$ cat src/hdl/mco_pkg.sv
`timescale 1ns / 1ps
// ----------------------------------------------------------------------------
// mco_pkg
// Shared types and constants of the midpoint circle outline rasterizer.
// ----------------------------------------------------------------------------
package mco_pkg;

  localparam int COORD_BITS  = 12;
  localparam int QUEUE_DEPTH = 2;
  localparam int NUM_POINTS  = 8;
  localparam int PT_IDX_BITS = $clog2(NUM_POINTS);
  localparam int CFG_IDX_BITS = 2;

  // per octant point: bit k set means the coordinate is mirrored (c - a - 1)
  localparam logic [NUM_POINTS-1:0] X_NEG = 8'b1110_0100;
  localparam logic [NUM_POINTS-1:0] Y_NEG = 8'b1101_1000;

  typedef enum logic [CFG_IDX_BITS-1:0] {
    CFG_CENTER_X = 2'd0,
    CFG_CENTER_Y = 2'd1,
    CFG_RADIUS   = 2'd2
  } cfg_reg_e;

  typedef struct packed {
    logic live;  // point set to emit, else one idle marker
    logic fin;   // outline done after this step
  } step_flags_t;

endpackage

$ cat src/hdl/mco_front.sv
`timescale 1ns / 1ps
// ----------------------------------------------------------------------------
// mco_front
// Configuration registers and octant walk: classifies each step, advances
// the midpoint error and hands the current point to the step queue.
// ----------------------------------------------------------------------------
module mco_front #(
  parameter int COORD_BITS = mco_pkg::COORD_BITS
) (
  input  logic                           clk_i,
  input  logic                           rst_ni,
  input  logic                           cfg_valid_i,
  input  logic [mco_pkg::CFG_IDX_BITS-1:0] cfg_index_i,
  input  logic [COORD_BITS-1:0]          cfg_data_i,
  input  logic                           step_i,
  input  logic                           restart_i,
  output mco_pkg::step_flags_t           flags_o,
  output logic signed [COORD_BITS-1:0]   u_o,
  output logic signed [COORD_BITS-1:0]   v_o,
  output logic [COORD_BITS-1:0]          cx_o,
  output logic [COORD_BITS-1:0]          cy_o
);

  localparam int EB = COORD_BITS + 2;

  logic [COORD_BITS-1:0] cx_q, cy_q;
  logic [COORD_BITS-2:0] radius_q;
  logic signed [COORD_BITS-1:0] u_q, v_q, u_d, v_d;
  logic signed [EB-1:0] err_q, err_d;
  logic running_q, running_d;

  logic signed [COORD_BITS-1:0] u0, v0, u1, v1;
  logic signed [EB-1:0] err0, err_a, err_b;
  logic run0, run1, adv;

  always_ff @(posedge clk_i or negedge rst_ni) begin
    if (!rst_ni) begin
      cx_q     <= '0;
      cy_q     <= '0;
      radius_q <= '0;
    end else if (cfg_valid_i) begin
      case (cfg_index_i)
        mco_pkg::CFG_CENTER_X: cx_q <= cfg_data_i;
        mco_pkg::CFG_CENTER_Y: cy_q <= cfg_data_i;
        mco_pkg::CFG_RADIUS:   radius_q <= cfg_data_i[COORD_BITS-2:0];
        default: ;
      endcase
    end
  end

  // state seen by this step, reloaded from the radius on restart
  always_comb begin
    if (restart_i) begin
      u0   = $signed({1'b0, radius_q}) - $signed(COORD_BITS'(1));
      v0   = '0;
      err0 = $signed(EB'(0) - EB'(radius_q));
      run0 = (radius_q != '0);
    end else begin
      u0   = u_q;
      v0   = v_q;
      err0 = err_q;
      run0 = running_q;
    end
  end

  // midpoint update, both outcomes in parallel
  always_comb begin
    err_a = err0 + (EB'(v0) <<< 1) + EB'(2);
    err_b = err_a - (EB'(u0) <<< 1) + EB'(1);
    adv   = !err_a[EB-1];
    v1    = v0 + COORD_BITS'(1);
    u1    = adv ? (u0 - COORD_BITS'(1)) : u0;
    run1  = (u1 >= v1);
  end

  always_comb begin
    u_d       = run0 ? u1 : u0;
    v_d       = run0 ? v1 : v0;
    err_d     = run0 ? (adv ? err_b : err_a) : err0;
    running_d = run0 ? run1 : run0;
  end

  always_ff @(posedge clk_i or negedge rst_ni) begin
    if (!rst_ni) begin
      u_q       <= '0;
      v_q       <= '0;
      err_q     <= '0;
      running_q <= 1'b0;
    end else if (step_i) begin
      u_q       <= u_d;
      v_q       <= v_d;
      err_q     <= err_d;
      running_q <= running_d;
    end
  end

  assign flags_o.live = run0;
  assign flags_o.fin  = run0 ? !run1 : 1'b1;
  assign u_o  = u0;
  assign v_o  = v0;
  assign cx_o = cx_q;
  assign cy_o = cy_q;

endmodule

$ cat src/hdl/mco_queue.sv
`timescale 1ns / 1ps
// ----------------------------------------------------------------------------
// mco_queue
// Small first-in first-out step queue between the walk and the emitter.
// ----------------------------------------------------------------------------
module mco_queue #(
  parameter int WIDTH = 8,
  parameter int DEPTH = mco_pkg::QUEUE_DEPTH
) (
  input  logic             clk_i,
  input  logic             rst_ni,
  input  logic             push_i,
  input  logic [WIDTH-1:0] data_i,
  output logic             full_o,
  input  logic             pop_i,
  output logic [WIDTH-1:0] data_o,
  output logic             empty_o
);

  localparam int AW = (DEPTH > 1) ? $clog2(DEPTH) : 1;

  logic [WIDTH-1:0] entries_q [DEPTH];
  logic [AW:0] wr_ptr_q, rd_ptr_q;

  assign empty_o = (wr_ptr_q == rd_ptr_q);
  assign full_o  = (wr_ptr_q[AW] != rd_ptr_q[AW]) && (wr_ptr_q[AW-1:0] == rd_ptr_q[AW-1:0]);
  assign data_o  = entries_q[rd_ptr_q[AW-1:0]];

  always_ff @(posedge clk_i) begin
    if (push_i) begin
      entries_q[wr_ptr_q[AW-1:0]] <= data_i;
    end
  end

  always_ff @(posedge clk_i or negedge rst_ni) begin
    if (!rst_ni) begin
      wr_ptr_q <= '0;
      rd_ptr_q <= '0;
    end else begin
      if (push_i) begin
        wr_ptr_q <= wr_ptr_q + (AW+1)'(1);
      end
      if (pop_i) begin
        rd_ptr_q <= rd_ptr_q + (AW+1)'(1);
      end
    end
  end

endmodule

$ cat src/hdl/mco_back.sv
`timescale 1ns / 1ps
// ----------------------------------------------------------------------------
// mco_back
// Point emitter: turns each queued step into its eight mirrored pixels (an
// idle step: one marker), one per cycle unless stalled, into output registers.
// ----------------------------------------------------------------------------
module mco_back #(
  parameter int COORD_BITS = mco_pkg::COORD_BITS
) (
  input  logic                           clk_i,
  input  logic                           rst_ni,
  input  logic                           head_valid_i,
  input  mco_pkg::step_flags_t           head_flags_i,
  input  logic signed [COORD_BITS-1:0]   head_u_i,
  input  logic signed [COORD_BITS-1:0]   head_v_i,
  input  logic [COORD_BITS-1:0]          head_cx_i,
  input  logic [COORD_BITS-1:0]          head_cy_i,
  output logic                           pop_o,
  output logic                           out_valid_o,
  input  logic                           out_ready_i,
  output logic signed [COORD_BITS+1:0]   pixel_x_o,
  output logic signed [COORD_BITS+1:0]   pixel_y_o,
  output logic                           point_valid_o,
  output logic                           last_of_step_o,
  output logic                           finished_o
);

  localparam int PW = COORD_BITS + 2;
  localparam int KB = mco_pkg::PT_IDX_BITS;

  logic [KB-1:0] k_q, k_d;
  logic out_valid_q, out_valid_d;
  logic signed [PW-1:0] x_q, y_q, x_d, y_d;
  logic pv_q, last_q, fin_q;

  logic load, last_now;
  logic signed [COORD_BITS-1:0] ax, ay;
  logic signed [PW-1:0] ax_ext, ay_ext;

  assign load     = head_valid_i && (!out_valid_q || out_ready_i);
  assign last_now = !head_flags_i.live || (k_q == KB'(mco_pkg::NUM_POINTS - 1));
  assign pop_o    = load && last_now;

  // even points take u on x, odd points take v on x
  always_comb begin
    ax     = k_q[0] ? head_v_i : head_u_i;
    ay     = k_q[0] ? head_u_i : head_v_i;
    ax_ext = PW'(ax);
    ay_ext = PW'(ay);
    if (head_flags_i.live) begin
      x_d = $signed(PW'(head_cx_i)) + (mco_pkg::X_NEG[k_q] ? ~ax_ext : ax_ext);
      y_d = $signed(PW'(head_cy_i)) + (mco_pkg::Y_NEG[k_q] ? ~ay_ext : ay_ext);
    end else begin
      x_d = '0;
      y_d = '0;
    end
  end

  always_comb begin
    k_d = k_q;
    if (load) begin
      k_d = last_now ? '0 : k_q + KB'(1);
    end
    out_valid_d = load ? 1'b1 : (out_valid_q && !out_ready_i);
  end

  always_ff @(posedge clk_i or negedge rst_ni) begin
    if (!rst_ni) begin
      k_q         <= '0;
      out_valid_q <= 1'b0;
    end else begin
      k_q         <= k_d;
      out_valid_q <= out_valid_d;
    end
  end

  always_ff @(posedge clk_i) begin
    if (load) begin
      x_q    <= x_d;
      y_q    <= y_d;
      pv_q   <= head_flags_i.live;
      last_q <= last_now;
      fin_q  <= head_flags_i.fin && last_now;
    end
  end

  assign out_valid_o    = out_valid_q;
  assign pixel_x_o      = x_q;
  assign pixel_y_o      = y_q;
  assign point_valid_o  = pv_q;
  assign last_of_step_o = last_q;
  assign finished_o     = fin_q;

  // a step in progress keeps its queue entry until its last point
  assert property (@(posedge clk_i) disable iff (!rst_ni)
    (k_q != '0) |-> head_valid_i && head_flags_i.live)
    else $error("point index advanced without a live step at the queue head");

  assert property (@(posedge clk_i) disable iff (!rst_ni)
    (out_valid_q && !last_q) |-> pv_q)
    else $error("non-final result without a point");

  assert property (@(posedge clk_i) disable iff (!rst_ni)
    (out_valid_q && fin_q) |-> last_q)
    else $error("finished flag on a non-final result");

  assert property (@(posedge clk_i) disable iff (!rst_ni)
    (out_valid_q && !pv_q) |-> (x_q == '0) && (y_q == '0) && last_q)
    else $error("idle marker carries coordinates");

endmodule

$ cat src/hdl/midpoint_circle_outline.sv
`timescale 1ns / 1ps
// ----------------------------------------------------------------------------
// midpoint_circle_outline
// Midpoint circle rasterizer: each running step transfer yields the eight octant
// mirrored pixels of the current point and advances the walk.
//
//   channel   direction  handshake               payload
//   in        sink       in_valid_i / in_ready_o   restart_i
//   out       source     out_valid_o / out_ready_i pixel_x/y, point_valid, last_of_step,
//                                                  finished
//   cfg       sink       cfg_valid_i / cfg_ready_o cfg_index_i, cfg_data_i
//
// a running step gives eight results one after another, an idle step one
// result; the single-port point emitter sets this pace, and out_ready_i can stall it
// the walk advances in the cycle a step is transferred in; the step queue
// lets further steps enter while the emitter is still busy or stalled
// the first result is written to the output registers after the step has passed the step queue
// reset clears the walk, the queue and the output stage; no clearing pass
// ----------------------------------------------------------------------------
module midpoint_circle_outline #(
  parameter int COORD_BITS = mco_pkg::COORD_BITS
) (
  input  logic                             clk_i,
  input  logic                             rst_ni,
  input  logic                             in_valid_i,
  output logic                             in_ready_o,
  input  logic                             restart_i,
  output logic                             out_valid_o,
  input  logic                             out_ready_i,
  output logic signed [COORD_BITS+1:0]     pixel_x_o,
  output logic signed [COORD_BITS+1:0]     pixel_y_o,
  output logic                             point_valid_o,
  output logic                             last_of_step_o,
  output logic                             finished_o,
  input  logic                             cfg_valid_i,
  output logic                             cfg_ready_o,
  input  logic [mco_pkg::CFG_IDX_BITS-1:0] cfg_index_i,
  input  logic [COORD_BITS-1:0]            cfg_data_i
);

  localparam int QW = 2 + 4 * COORD_BITS;

  logic step;
  logic q_full, q_empty, q_pop;
  logic [QW-1:0] q_wdata, q_rdata;

  mco_pkg::step_flags_t f_flags, h_flags;
  logic signed [COORD_BITS-1:0] f_u, f_v, h_u, h_v;
  logic [COORD_BITS-1:0] f_cx, f_cy, h_cx, h_cy;

  assign in_ready_o  = !q_full;
  assign cfg_ready_o = 1'b1;
  assign step        = in_valid_i && !q_full;

  mco_front #(
    .COORD_BITS(COORD_BITS)
  ) u_front (
    .clk_i      (clk_i),
    .rst_ni     (rst_ni),
    .cfg_valid_i(cfg_valid_i),
    .cfg_index_i(cfg_index_i),
    .cfg_data_i (cfg_data_i),
    .step_i     (step),
    .restart_i  (restart_i),
    .flags_o    (f_flags),
    .u_o        (f_u),
    .v_o        (f_v),
    .cx_o       (f_cx),
    .cy_o       (f_cy)
  );

  assign q_wdata = {f_flags, f_u, f_v, f_cx, f_cy};
  assign {h_flags, h_u, h_v, h_cx, h_cy} = q_rdata;

  mco_queue #(
    .WIDTH(QW),
    .DEPTH(mco_pkg::QUEUE_DEPTH)
  ) u_queue (
    .clk_i  (clk_i),
    .rst_ni (rst_ni),
    .push_i (step),
    .data_i (q_wdata),
    .full_o (q_full),
    .pop_i  (q_pop),
    .data_o (q_rdata),
    .empty_o(q_empty)
  );

  mco_back #(
    .COORD_BITS(COORD_BITS)
  ) u_back (
    .clk_i         (clk_i),
    .rst_ni        (rst_ni),
    .head_valid_i  (!q_empty),
    .head_flags_i  (h_flags),
    .head_u_i      (h_u),
    .head_v_i      (h_v),
    .head_cx_i     (h_cx),
    .head_cy_i     (h_cy),
    .pop_o         (q_pop),
    .out_valid_o   (out_valid_o),
    .out_ready_i   (out_ready_i),
    .pixel_x_o     (pixel_x_o),
    .pixel_y_o     (pixel_y_o),
    .point_valid_o (point_valid_o),
    .last_of_step_o(last_of_step_o),
    .finished_o    (finished_o)
  );

endmodule

$ cat config.mk
export PLATFORM = sky130hd
export DESIGN_NAME = midpoint_circle_outline
export DESIGN_NICKNAME = d
export VERILOG_FILES = /design/src/hdl/mco_pkg.sv /design/src/hdl/mco_front.sv /design/src/hdl/mco_queue.sv /design/src/hdl/mco_back.sv /design/src/hdl/midpoint_circle_outline.sv
export SDC_FILE = /design/constraint.sdc
export NUM_CORES = 1
export LEC_CHECK = 0
export BUFFER_PORTS_ARGS = -buffer_cell sky130_fd_sc_hd__buf_4
export CAP_MARGIN = 20
export CORE_MARGIN = 2
export CORE_UTILIZATION = 45
export DETAILED_ROUTE_END_ITERATION = 7
export SLEW_MARGIN = 20
export SYNTH_ARGS = -nofsm -noshare
export SYNTH_HDL_FRONTEND = slang
export SYNTH_SLANG_ARGS = --single-unit
$ cat constraint.sdc
create_clock -name clk_i -period 11 [get_ports clk_i]
set_clock_uncertainty 0.2 [all_clocks]
set_input_delay 2.2 -clock clk_i [delete_from_list [all_inputs] [get_ports clk_i]]
set_output_delay 2.2 -clock clk_i [all_outputs]
set_load 0.1 [all_outputs]
After elaboration in Yosys (flattened, before gate mapping)
Memories as Yosys holds them, arrays and structs flattened.
Cells that the tools add are included.
{"block": "totals", "register_bits": 113, "latch_bits": 0, "ramBits": 100, "rom_bits": 16, "elab_cells": 82, "memories": 3}
{"name": "u_queue.entries_q", "depth": 2, "width": 50, "rd": 1, "rd_clocked_by_memory_dff": 0, "write_ports": 1, "line_no": "mco_queue.sv:22", "rtl": "logic [WIDTH-1:0] entries_q [DEPTH];"}
{"name": "(name not given)", "depth": 8, "width": 1, "rd": 1, "rd_clocked_by_memory_dff": 0, "write_ports": 0, "line_no": "mco_back.sv:52", "rtl": "y_d = $signed(PW'(head_cy_i)) + (mco_pkg::Y_NEG[k_q] ? ~ay_ext : ay_ext);"}
{"name": "(name not given)", "depth": 8, "width": 1, "rd": 1, "rd_clocked_by_memory_dff": 0, "write_ports": 0, "line_no": "mco_back.sv:51", "rtl": "x_d = $signed(PW'(head_cx_i)) + (mco_pkg::X_NEG[k_q] ? ~ax_ext : ax_ext);"}
{"block": "classes", "add_sub_neg": 13, "n_mul": 0, "n_div": 0, "magnitude_cmp": 2, "n_eq_ne": 6, "shift": 0, "mux": 21, "bitwise": 2, "n_reduce_logical": 19}
{"cell": "12-bit two-way mux", "count": 7}
{"cell": "14-bit two-way mux", "count": 5}
{"cell": "13-bit by 14-bit adder with 14-bit output", "count": 2}
{"cell": "12-bit inverter with 14-bit output", "count": 2}
{"cell": "14-bit by 13-bit adder with 14-bit output", "count": 1}
{"cell": "14-bit by 2-bit adder with 14-bit output, second input constant", "count": 1}
{"cell": "14-bit by 3-bit adder with 14-bit output, second input constant", "count": 1}
{"cell": "14-bit by 13-bit subtractor with 14-bit output", "count": 1}
{"cell": "12-bit by 2-bit adder with 12-bit output, second input constant", "count": 1}
{"cell": "12-bit >= comparator", "count": 1}
{"cell": "1-bit by 11-bit subtractor with 12-bit output, first input constant", "count": 1}
{"cell": "11-bit by 1-bit subtractor with 12-bit output, second input constant", "count": 1}
{"cell": "12-bit by 2-bit subtractor with 12-bit output, second input constant", "count": 1}
{"cell": "11-bit nonzero test", "count": 1}
{"cell": "1-bit two-way mux", "count": 8}
{"cell": "1-bit logical AND", "count": 6}
{"cell": "1-bit logical NOT", "count": 6}
{"cell": "2-bit AND reduction", "count": 3}
{"cell": "2-bit by 1-bit adder with 2-bit output, second input constant", "count": 2}
{"cell": "3-bit by 4-bit less-than comparator with 1-bit output, second input constant", "count": 1}
{"cell": "3-bit by 1-bit adder with 3-bit output, second input constant", "count": 1}
{"cell": "3-bit equality test, second input constant", "count": 1}
{"cell": "3-bit two-way mux", "count": 1}
{"cell": "2-bit by 1-bit equality test with 1-bit output, second input constant", "count": 1}
{"cell": "other kinds (6)", "count": 7}

Longest topological paths before layout
Gate-level depths: netlist (run 1).
{"block": "logic_depth", "ltp_word": 8, "mapped_depth": 24, "mapped_depth_nobuf": 22}

By module
From an unflattened synthesis (run 1), not the netlist that was laid out.
{"block": "unflattened", "hier_cells": 1130, "hier_area_um2": 13122.6}
{"module": "mco_front", "n_inst": 1, "cells_each": 661, "area_each_um2": 6002.0, "seq_area_each_um2": 1851.8}
{"module": "mco_queue", "n_inst": 1, "cells_each": 171, "area_each_um2": 4036.4, "seq_area_each_um2": 3103.0}
{"module": "mco_back", "n_inst": 1, "cells_each": 293, "area_each_um2": 3059.2, "seq_area_each_um2": 1031.0}
{"module": "midpoint_circle_outline", "n_inst": 1, "cells_each": 5, "area_each_um2": 25.0, "seq_area_each_um2": 0.0}

Least setup slack after synthesis (run 1)
OpenSTA, ideal clock, no wires.
{"block": "synth_path", "path_kind": "input -> register", "start": "input restart_i", "end": "register u_front.running_q", "setup_time_ns": 0.120, "t_arrival_ns": 7.270, "required_time_ns": 10.680, "slack_ns": 3.409, "stages": 23, "n_path_buf": 6, "cell_sequence": "buf_2 -> buf_2 -> clkbuf_1 -> buf_1 -> clkbuf_1 -> mux2_2 -> ha_1 -> ha_1 -> a2111oi_0 -> o21ai_0 -> nand4_1 -> nand2_1 -> xor2_2 -> buf_2 -> xnor2_1 -> ha_1 -> nand2b_1 -> a21o_1 -> a21o_1 -> a21oi_1 -> o21ai_0 -> a221o_1 -> a41o_1"}
{"block": "synth_between", "elab_chain_cells": 6}
{"element": "start, declared", "line_no": "midpoint_circle_outline.sv:27", "rtl": "input logic restart_i,"}
{"element": "14-bit two-way mux or 12-bit two-way mux (tied branches)", "line_no": "mco_front.sv:53", "rtl": "if (restart_i) begin"}
{"element": "14-bit by 13-bit adder with 14-bit output", "line_no": "mco_front.sv:68", "rtl": "err_a = err0 + (EB'(v0) <<< 1) + EB'(2);"}
{"element": "14-bit by 3-bit adder with 14-bit output", "line_no": "mco_front.sv:68"}
{"element": "12-bit two-way mux", "line_no": "mco_front.sv:72", "rtl": "u1 = adv ? (u0 - COORD_BITS'(1)) : u0;"}
{"element": "12-bit >= comparator", "line_no": "mco_front.sv:73", "rtl": "run1 = (u1 >= v1);"}
{"element": "1-bit two-way mux (*)", "line_no": "mco_front.sv:80", "rtl": "running_d = run0 ? run1 : run0;"}
{"element": "end signal, assigned", "line_no": "mco_front.sv:93", "rtl": "running_q <= running_d;"}
{"element": "end, declared", "line_no": "mco_front.sv:30", "rtl": "logic running_q, running_d;"}
Every way passes the cells marked *; elsewhere a longest branch is shown, timed or not.
A chain may end at the register's enable or synchronous reset.

==> flow_summary.json, run 1 <==
{
  "area_growth_pct": 13.3,
  "required_ns": 11.15,
  "end_kind": "flop",
  "cts.htree.levels": 1,
  "gr-usage-met1_pct": 26.6,
  "wl_per_cell_um": 19.0,
  "fmax_ghz": 0.138,
  "diodes": 0,
  "initialDrtViolationCount": 521,
  "status": "finished clean",
  "drive_above_1_share_pct": 19.5,
  "busiest_layer": "met2",
  "grt_pass1_wl_um": 47100,
  "path_clk_slew_ns": 0.06,
  "fill_cells": 2435,
  "synth_largest_area_cell": "edfxtp_1",
  "clkLatencyLatePin_ns": 0.53,
  "grt-ovfl-total": 0,
  "cts_root_buf": "clkbuf_16",
  "setup_viol": 0,
  "cts_tree": "done",
  "ioPinCount": 54,
  "grt_setup_unrepaired": "no",
  "post_drt_via_cell_ratio": 5.56,
  "cts_inserted_buffers": 25,
  "fin_crit_sh_pct": 65.7,
  "core_um2": 27900,
  "ys_warn_count": 0,
  "arrival_ns": 7.38,
  "relSlewSlack_pct": 39.1,
  "die_x_um": 173,
  "slew_violations": 0,
  "ys_seq_elements": 213,
  "async_flop_share_pct": 38.5,
  "num_vias": 8597,
  "ant_nets": 0,
  "critPathMaxFanout": 63,
  "syn_inst": 1103,
  "synth_edf_count": 131,
  "crit_path_start_kind": "input pin",
  "timing.hold.ws_ns": 0.269,
  "cts.sinks": 213,
  "worst_hold_path_type": "reg -> reg",
  "wl_um": 29400,
  "synth_cell_types": 77,
  "worstMarginPinSlew_ns": 0.890,
  "hold_buffers": 0,
  "synth_flop_cell": "edfxtp_1",
  "cts_buffer_depth": 3,
  "dr.pass1.iters": 5,
  "post_synth.cell_area_avg_um2": 11.6,
  "grtUsageMet2_pct": 34.2,
  "die-area_um2": 29800,
  "cts_setup_buffers": 0,
  "syn_nets": 1218,
  "grt_use_total_pct": 19.7,
  "yosys.area.top_type_share_pct": 30.8,
  "path_class": "in -> reg",
  "cap_viol_max_count": 0,
  "synth.area.top_cells": "edfxtp_1 31%, dfrtp_1 16%, ha_1 8.9%",
  "io_buffers": 52,
  "synth_most_common_cell": "edfxtp_1",
  "gp_congestion": 0.869,
  "min_period_ns": 7.23,
  "ys_seq_area_share_pct": 46.8,
  "antenna_found_initial": 0,
  "cts-resized-gates": 0,
  "route.detailed.drc": 0,
  "fin_nets": 1265,
  "dieHeight_um": 173,
  "post-dp-hpwl_um": 21500,
  "synthesis.area_um2": 12800,
  "grt_max_degree": 64,
  "first_global_vias": 8522,
  "final.setup.tns_ns": 0,
  "initial_core_util_pct": 45.9,
  "synth_common_cells": "131 x edfxtp_1, 91 x ha_1, 82 x dfrtp_1, 77 x xnor2_1, 75 x nor2_1",
  "hold_viol": 0,
  "met3_usage_pct": 2.11,
  "rows": 61
}
[layout by cell type, fill, tap and decap left out, types with 12 or more instances in the layout]
| cell | synthesis | routed |
|---|---|---|
| buf_4 | 3 | 66 |
| nor3_1 | 21 | 21 |
| nor2_1 | 75 | 74 |
| edfxtp_1 | 131 | 131 |
| mux2_2 | 67 | 67 |
| o21ai_0 | 42 | 42 |
| nor2b_1 | 17 | 17 |
| mux2i_1 | 19 | 18 |
| dfrtp_1 | 82 | 81 |
| nand4_1 | 12 | 12 |
| nand2_1 | 61 | 61 |
| a21o_1 | 22 | 22 |
| ha_1 | 91 | 91 |
| xor2_1 | 20 | 20 |
| a21oi_1 | 47 | 46 |
| a31oi_1 | 15 | 15 |
| xnor2_1 | 77 | 77 |
| nand3_1 | 31 | 31 |
| clkbuf_16 | 0 | 25 |
| inv_1 | 52 | 52 |
| mux4_2 | 24 | 24 |
[kinds of logic after synthesis]
group | share of synthesized area [%]
compound gates | 11.4
xor+xnor | 6.90
fa+ha+maj | 9.53
buf+inv | 3.16
flops | 46.8
mux | 11.6
other cells | 0.0293
simple gates | 10.5
[final cells by class]
type,count,area (um^2),share of cell area (%)
multi-input combinational,791,6420,44.3
sequential,213,5990,41.3
clock buffer,29,671,4.63
timing repair buffer,67,523,3.61
tap,378,473,3.27
clock inverter,17,213,1.47
inverter,52,195,1.35
[state kept, by name, indices dropped and copies added, names as in the netlist, 2 cells and up]
signal / count
u_back.pixel_y_o: 14
u_front.u_q: 12
u_front.cy_o: 12
u_queue.wr_ptr_q: 2
u_front.cx_o: 12
u_front.v_q: 12
u_queue.entries_q: 100
u_back.k_q: 3
u_front.err_q: 14
u_back.pixel_x_o: 14
u_queue.rd_ptr_q: 2
u_front.radius_q: 11
[worst max-delay path, cell delays in order]
cell and delay, ns:
buf_4 0.48, inv_1 0.45, a211o_1 0.40, nand3_1 0.10, ha_1 0.24, ha_1 0.25
a2111oi_0 0.39, o21ai_0 0.20, nand4_1 0.19, nand2_1 0.15, xnor2_2 0.21, buf_4 0.22
nor3_1 0.24, xnor2_1 0.16, ha_1 0.27, a21o_1 0.19, a211oi_1 0.23, o21ai_0 0.19
a221o_1 0.35, a31oi_1 0.22
[metrics by stage]
step	std cells	cell area [um^2]	setup WS (ns)	utilization, %
floorplan	1103	12800	3.41	-
global placement	1500	13600	3.47	48.7
detailed placement	1500	13600	3.27	48.7
CTS	1546	14500	3.81	51.9
global route	1547	14500	3.40	52.0
finish	1547	14500	3.77	52.0
[worst paths after layout]
path	to	startpoint	cells past startpoint	slack, ns
worst max register to register	u_queue.entries_q[0][48]	u_front.radius_q[4]	21	4.51
max in group asynchronous	u_queue.rd_ptr_q[0]	rst_ni	2	8.04
min in group asynchronous	u_front.radius_q[1]	rst_ni	1	1.46
worst min-delay path	u_front.u_q[2]	u_front.u_q[2]	2	0.27
worst min register to register	u_front.u_q[2]	u_front.u_q[2]	2	0.27
worst max-delay path	u_queue.entries_q[0][48]	restart_i	20	3.77
[routing by layer]
| metal | share of wire (%) | vias up |
|---|---|---|
| li1 | - | 4192 |
| met1 | 45 | 4190 |
| met2 | 49 | 172 |
| met3 | 3.7 | 43 |
| met4 | 2.1 | 0 |
| met5 | 0 | - |
Power of run 1 is left out: the tool's default activity adds up to more than one toggle a clock period on the data nets, which glitch-free logic cannot reach.
==> inputs of run 2 (changes only) <==
clock period = 7.3 ns   (was 11 ns; I/O delays follow)
==> flow_summary.json, run 2 (synthesis gave the netlist of run 1 again) <==
{
  "grt-ovfl-total": 0,
  "cts_buffer_depth": 3,
  "path_class": "in -> reg",
  "holdPathStages": 0,
  "io_buffers": 52,
  "status": "finished clean",
  "cts-resized-gates": 0,
  "r2r-start": "u_front.radius_q[4]",
  "wl_per_cell_um": 19.4,
  "dr.pass1.iters": 5,
  "cts.htree.levels": 1,
  "path_clk_slew_ns": 0.06,
  "die-area_um2": 29800,
  "postLayoutCoreUtil_pct": 52.1,
  "hold_buffers": 0,
  "cts_root_buf": "clkbuf_16",
  "layout_common_cells": "131 x edfxtp_1, 91 x ha_1, 81 x dfrtp_1",
  "final.setup.tns_ns": 0,
  "fin_area_um2": 14500,
  "cts_setup_buffers": 0,
  "wl_um": 30000,
  "rr_worst_depth": 21,
  "hold_viol": 0,
  "worstMarginPinSlew_ns": 0.916,
  "ant_nets": 0,
  "route.detailed.drc": 0,
  "num_vias": 8728,
  "timing.hold.ws_ns": 0.270,
  "core_um2": 27900,
  "critPathMaxFanout": 63,
  "mostFrequentLayoutCell": "edfxtp_1",
  "grt_pass1_wl_um": 48300,
  "gp_congestion": 0.888,
  "post-dp-hpwl_um": 21600,
  "drive_above_1_share_pct": 19.3,
  "slew_violations": 0,
  "worst_hold_path_type": "reg -> reg",
  "cts.sinks": 213,
  "post_drt_via_cell_ratio": 5.63,
  "cap_viol_max_count": 0,
  "initialDrtViolationCount": 549,
  "min_period_ns": 6.10,
  "antenna_found_initial": 0,
  "diodes": 0,
  "fin_nets": 1269,
  "ioPinCount": 54,
  "place_area_um2": 13600,
  "rows": 61,
  "die_x_um": 173,
  "setup_viol": 0,
  "largest_reg_flops": 100,
  "initial_core_util_pct": 45.9,
  "cts_tree": "done",
  "fin_crit_sh_pct": 83.5,
  "grt_max_degree": 64,
  "crit_path_start_kind": "input pin",
  "first_global_vias": 8651,
  "required_ns": 7.45,
  "min_from": "u_front.cy_o[6]",
  "cts_inserted_buffers": 24,
  "grt_setup_unrepaired": "no",
  "end_kind": "flop",
  "area_growth_pct": 13.4,
  "clkLatencyLatePin_ns": 0.52,
  "dieHeight_um": 173,
  "startpoint": "restart_i",
  "arrival_ns": 6.25,
  "relSlewSlack_pct": 37.2,
  "fmax_ghz": 0.164,
  "grt_use_total_pct": 20.3
}
==> run 2: area by class of cell <==
type                    instances  area, um^2
repair buffers                 72         561
clock buffers                  38         734
multi-input cells             791        6420
fillers                      2472       13400
well taps                     378         473
clock inverters                 6         130
inverters                      52         195
flip-flops and latches        213        5990
==> run 2: metrics by stage <==
| step | cells | setup slack, ns |
|---|---|---|
| floorplan | 1103 | 0.449 |
| global placement | 1505 | 0.813 |
| detailed placement | 1505 | 0.667 |
| CTS | 1549 | 1.19 |
| global route | 1550 | 0.803 |
| finish | 1550 | 1.20 |
==> run 2: final timing paths <==
check | to | slack (ns)
setup / recovery | u_queue.entries_q[0][48] | 1.20
hold / removal | u_queue.entries_q[0][6] | 0.27
setup reg to reg | u_queue.entries_q[0][48] | 1.34
min in group asynchronous | u_front.radius_q[1] | 0.74
hold reg to reg | u_queue.entries_q[0][6] | 0.27
max in group asynchronous | u_queue.rd_ptr_q[0] | 5.05
==> run 2: worst max-delay path, stage by stage <==
cell and delay [ns]:
buf_4 0.49, inv_1 0.30, a211o_1 0.35, nand3_1 0.10
ha_1 0.24, ha_1 0.25, a2111oi_0 0.40, o21ai_0 0.20
nand4_1 0.18, nand2_1 0.15, xnor2_2 0.38, buf_4 0.27
nor3_1 0.08, xnor2_1 0.13, ha_1 0.33, a211oi_1 0.19
o21ai_0 0.14, a221o_1 0.35, a31oi_1 0.22
==> run 2: per-layer routing <==
layer	GRT usage (%)	vias up	part of all wire [%]
li1	-	4200	-
met1	27.8	4303	46
met2	33.8	181	48
met3	2.42	44	4.1
met4	6.34	0	2.6
met5	0	-	0
Power of run 2 is left out for the same reason.
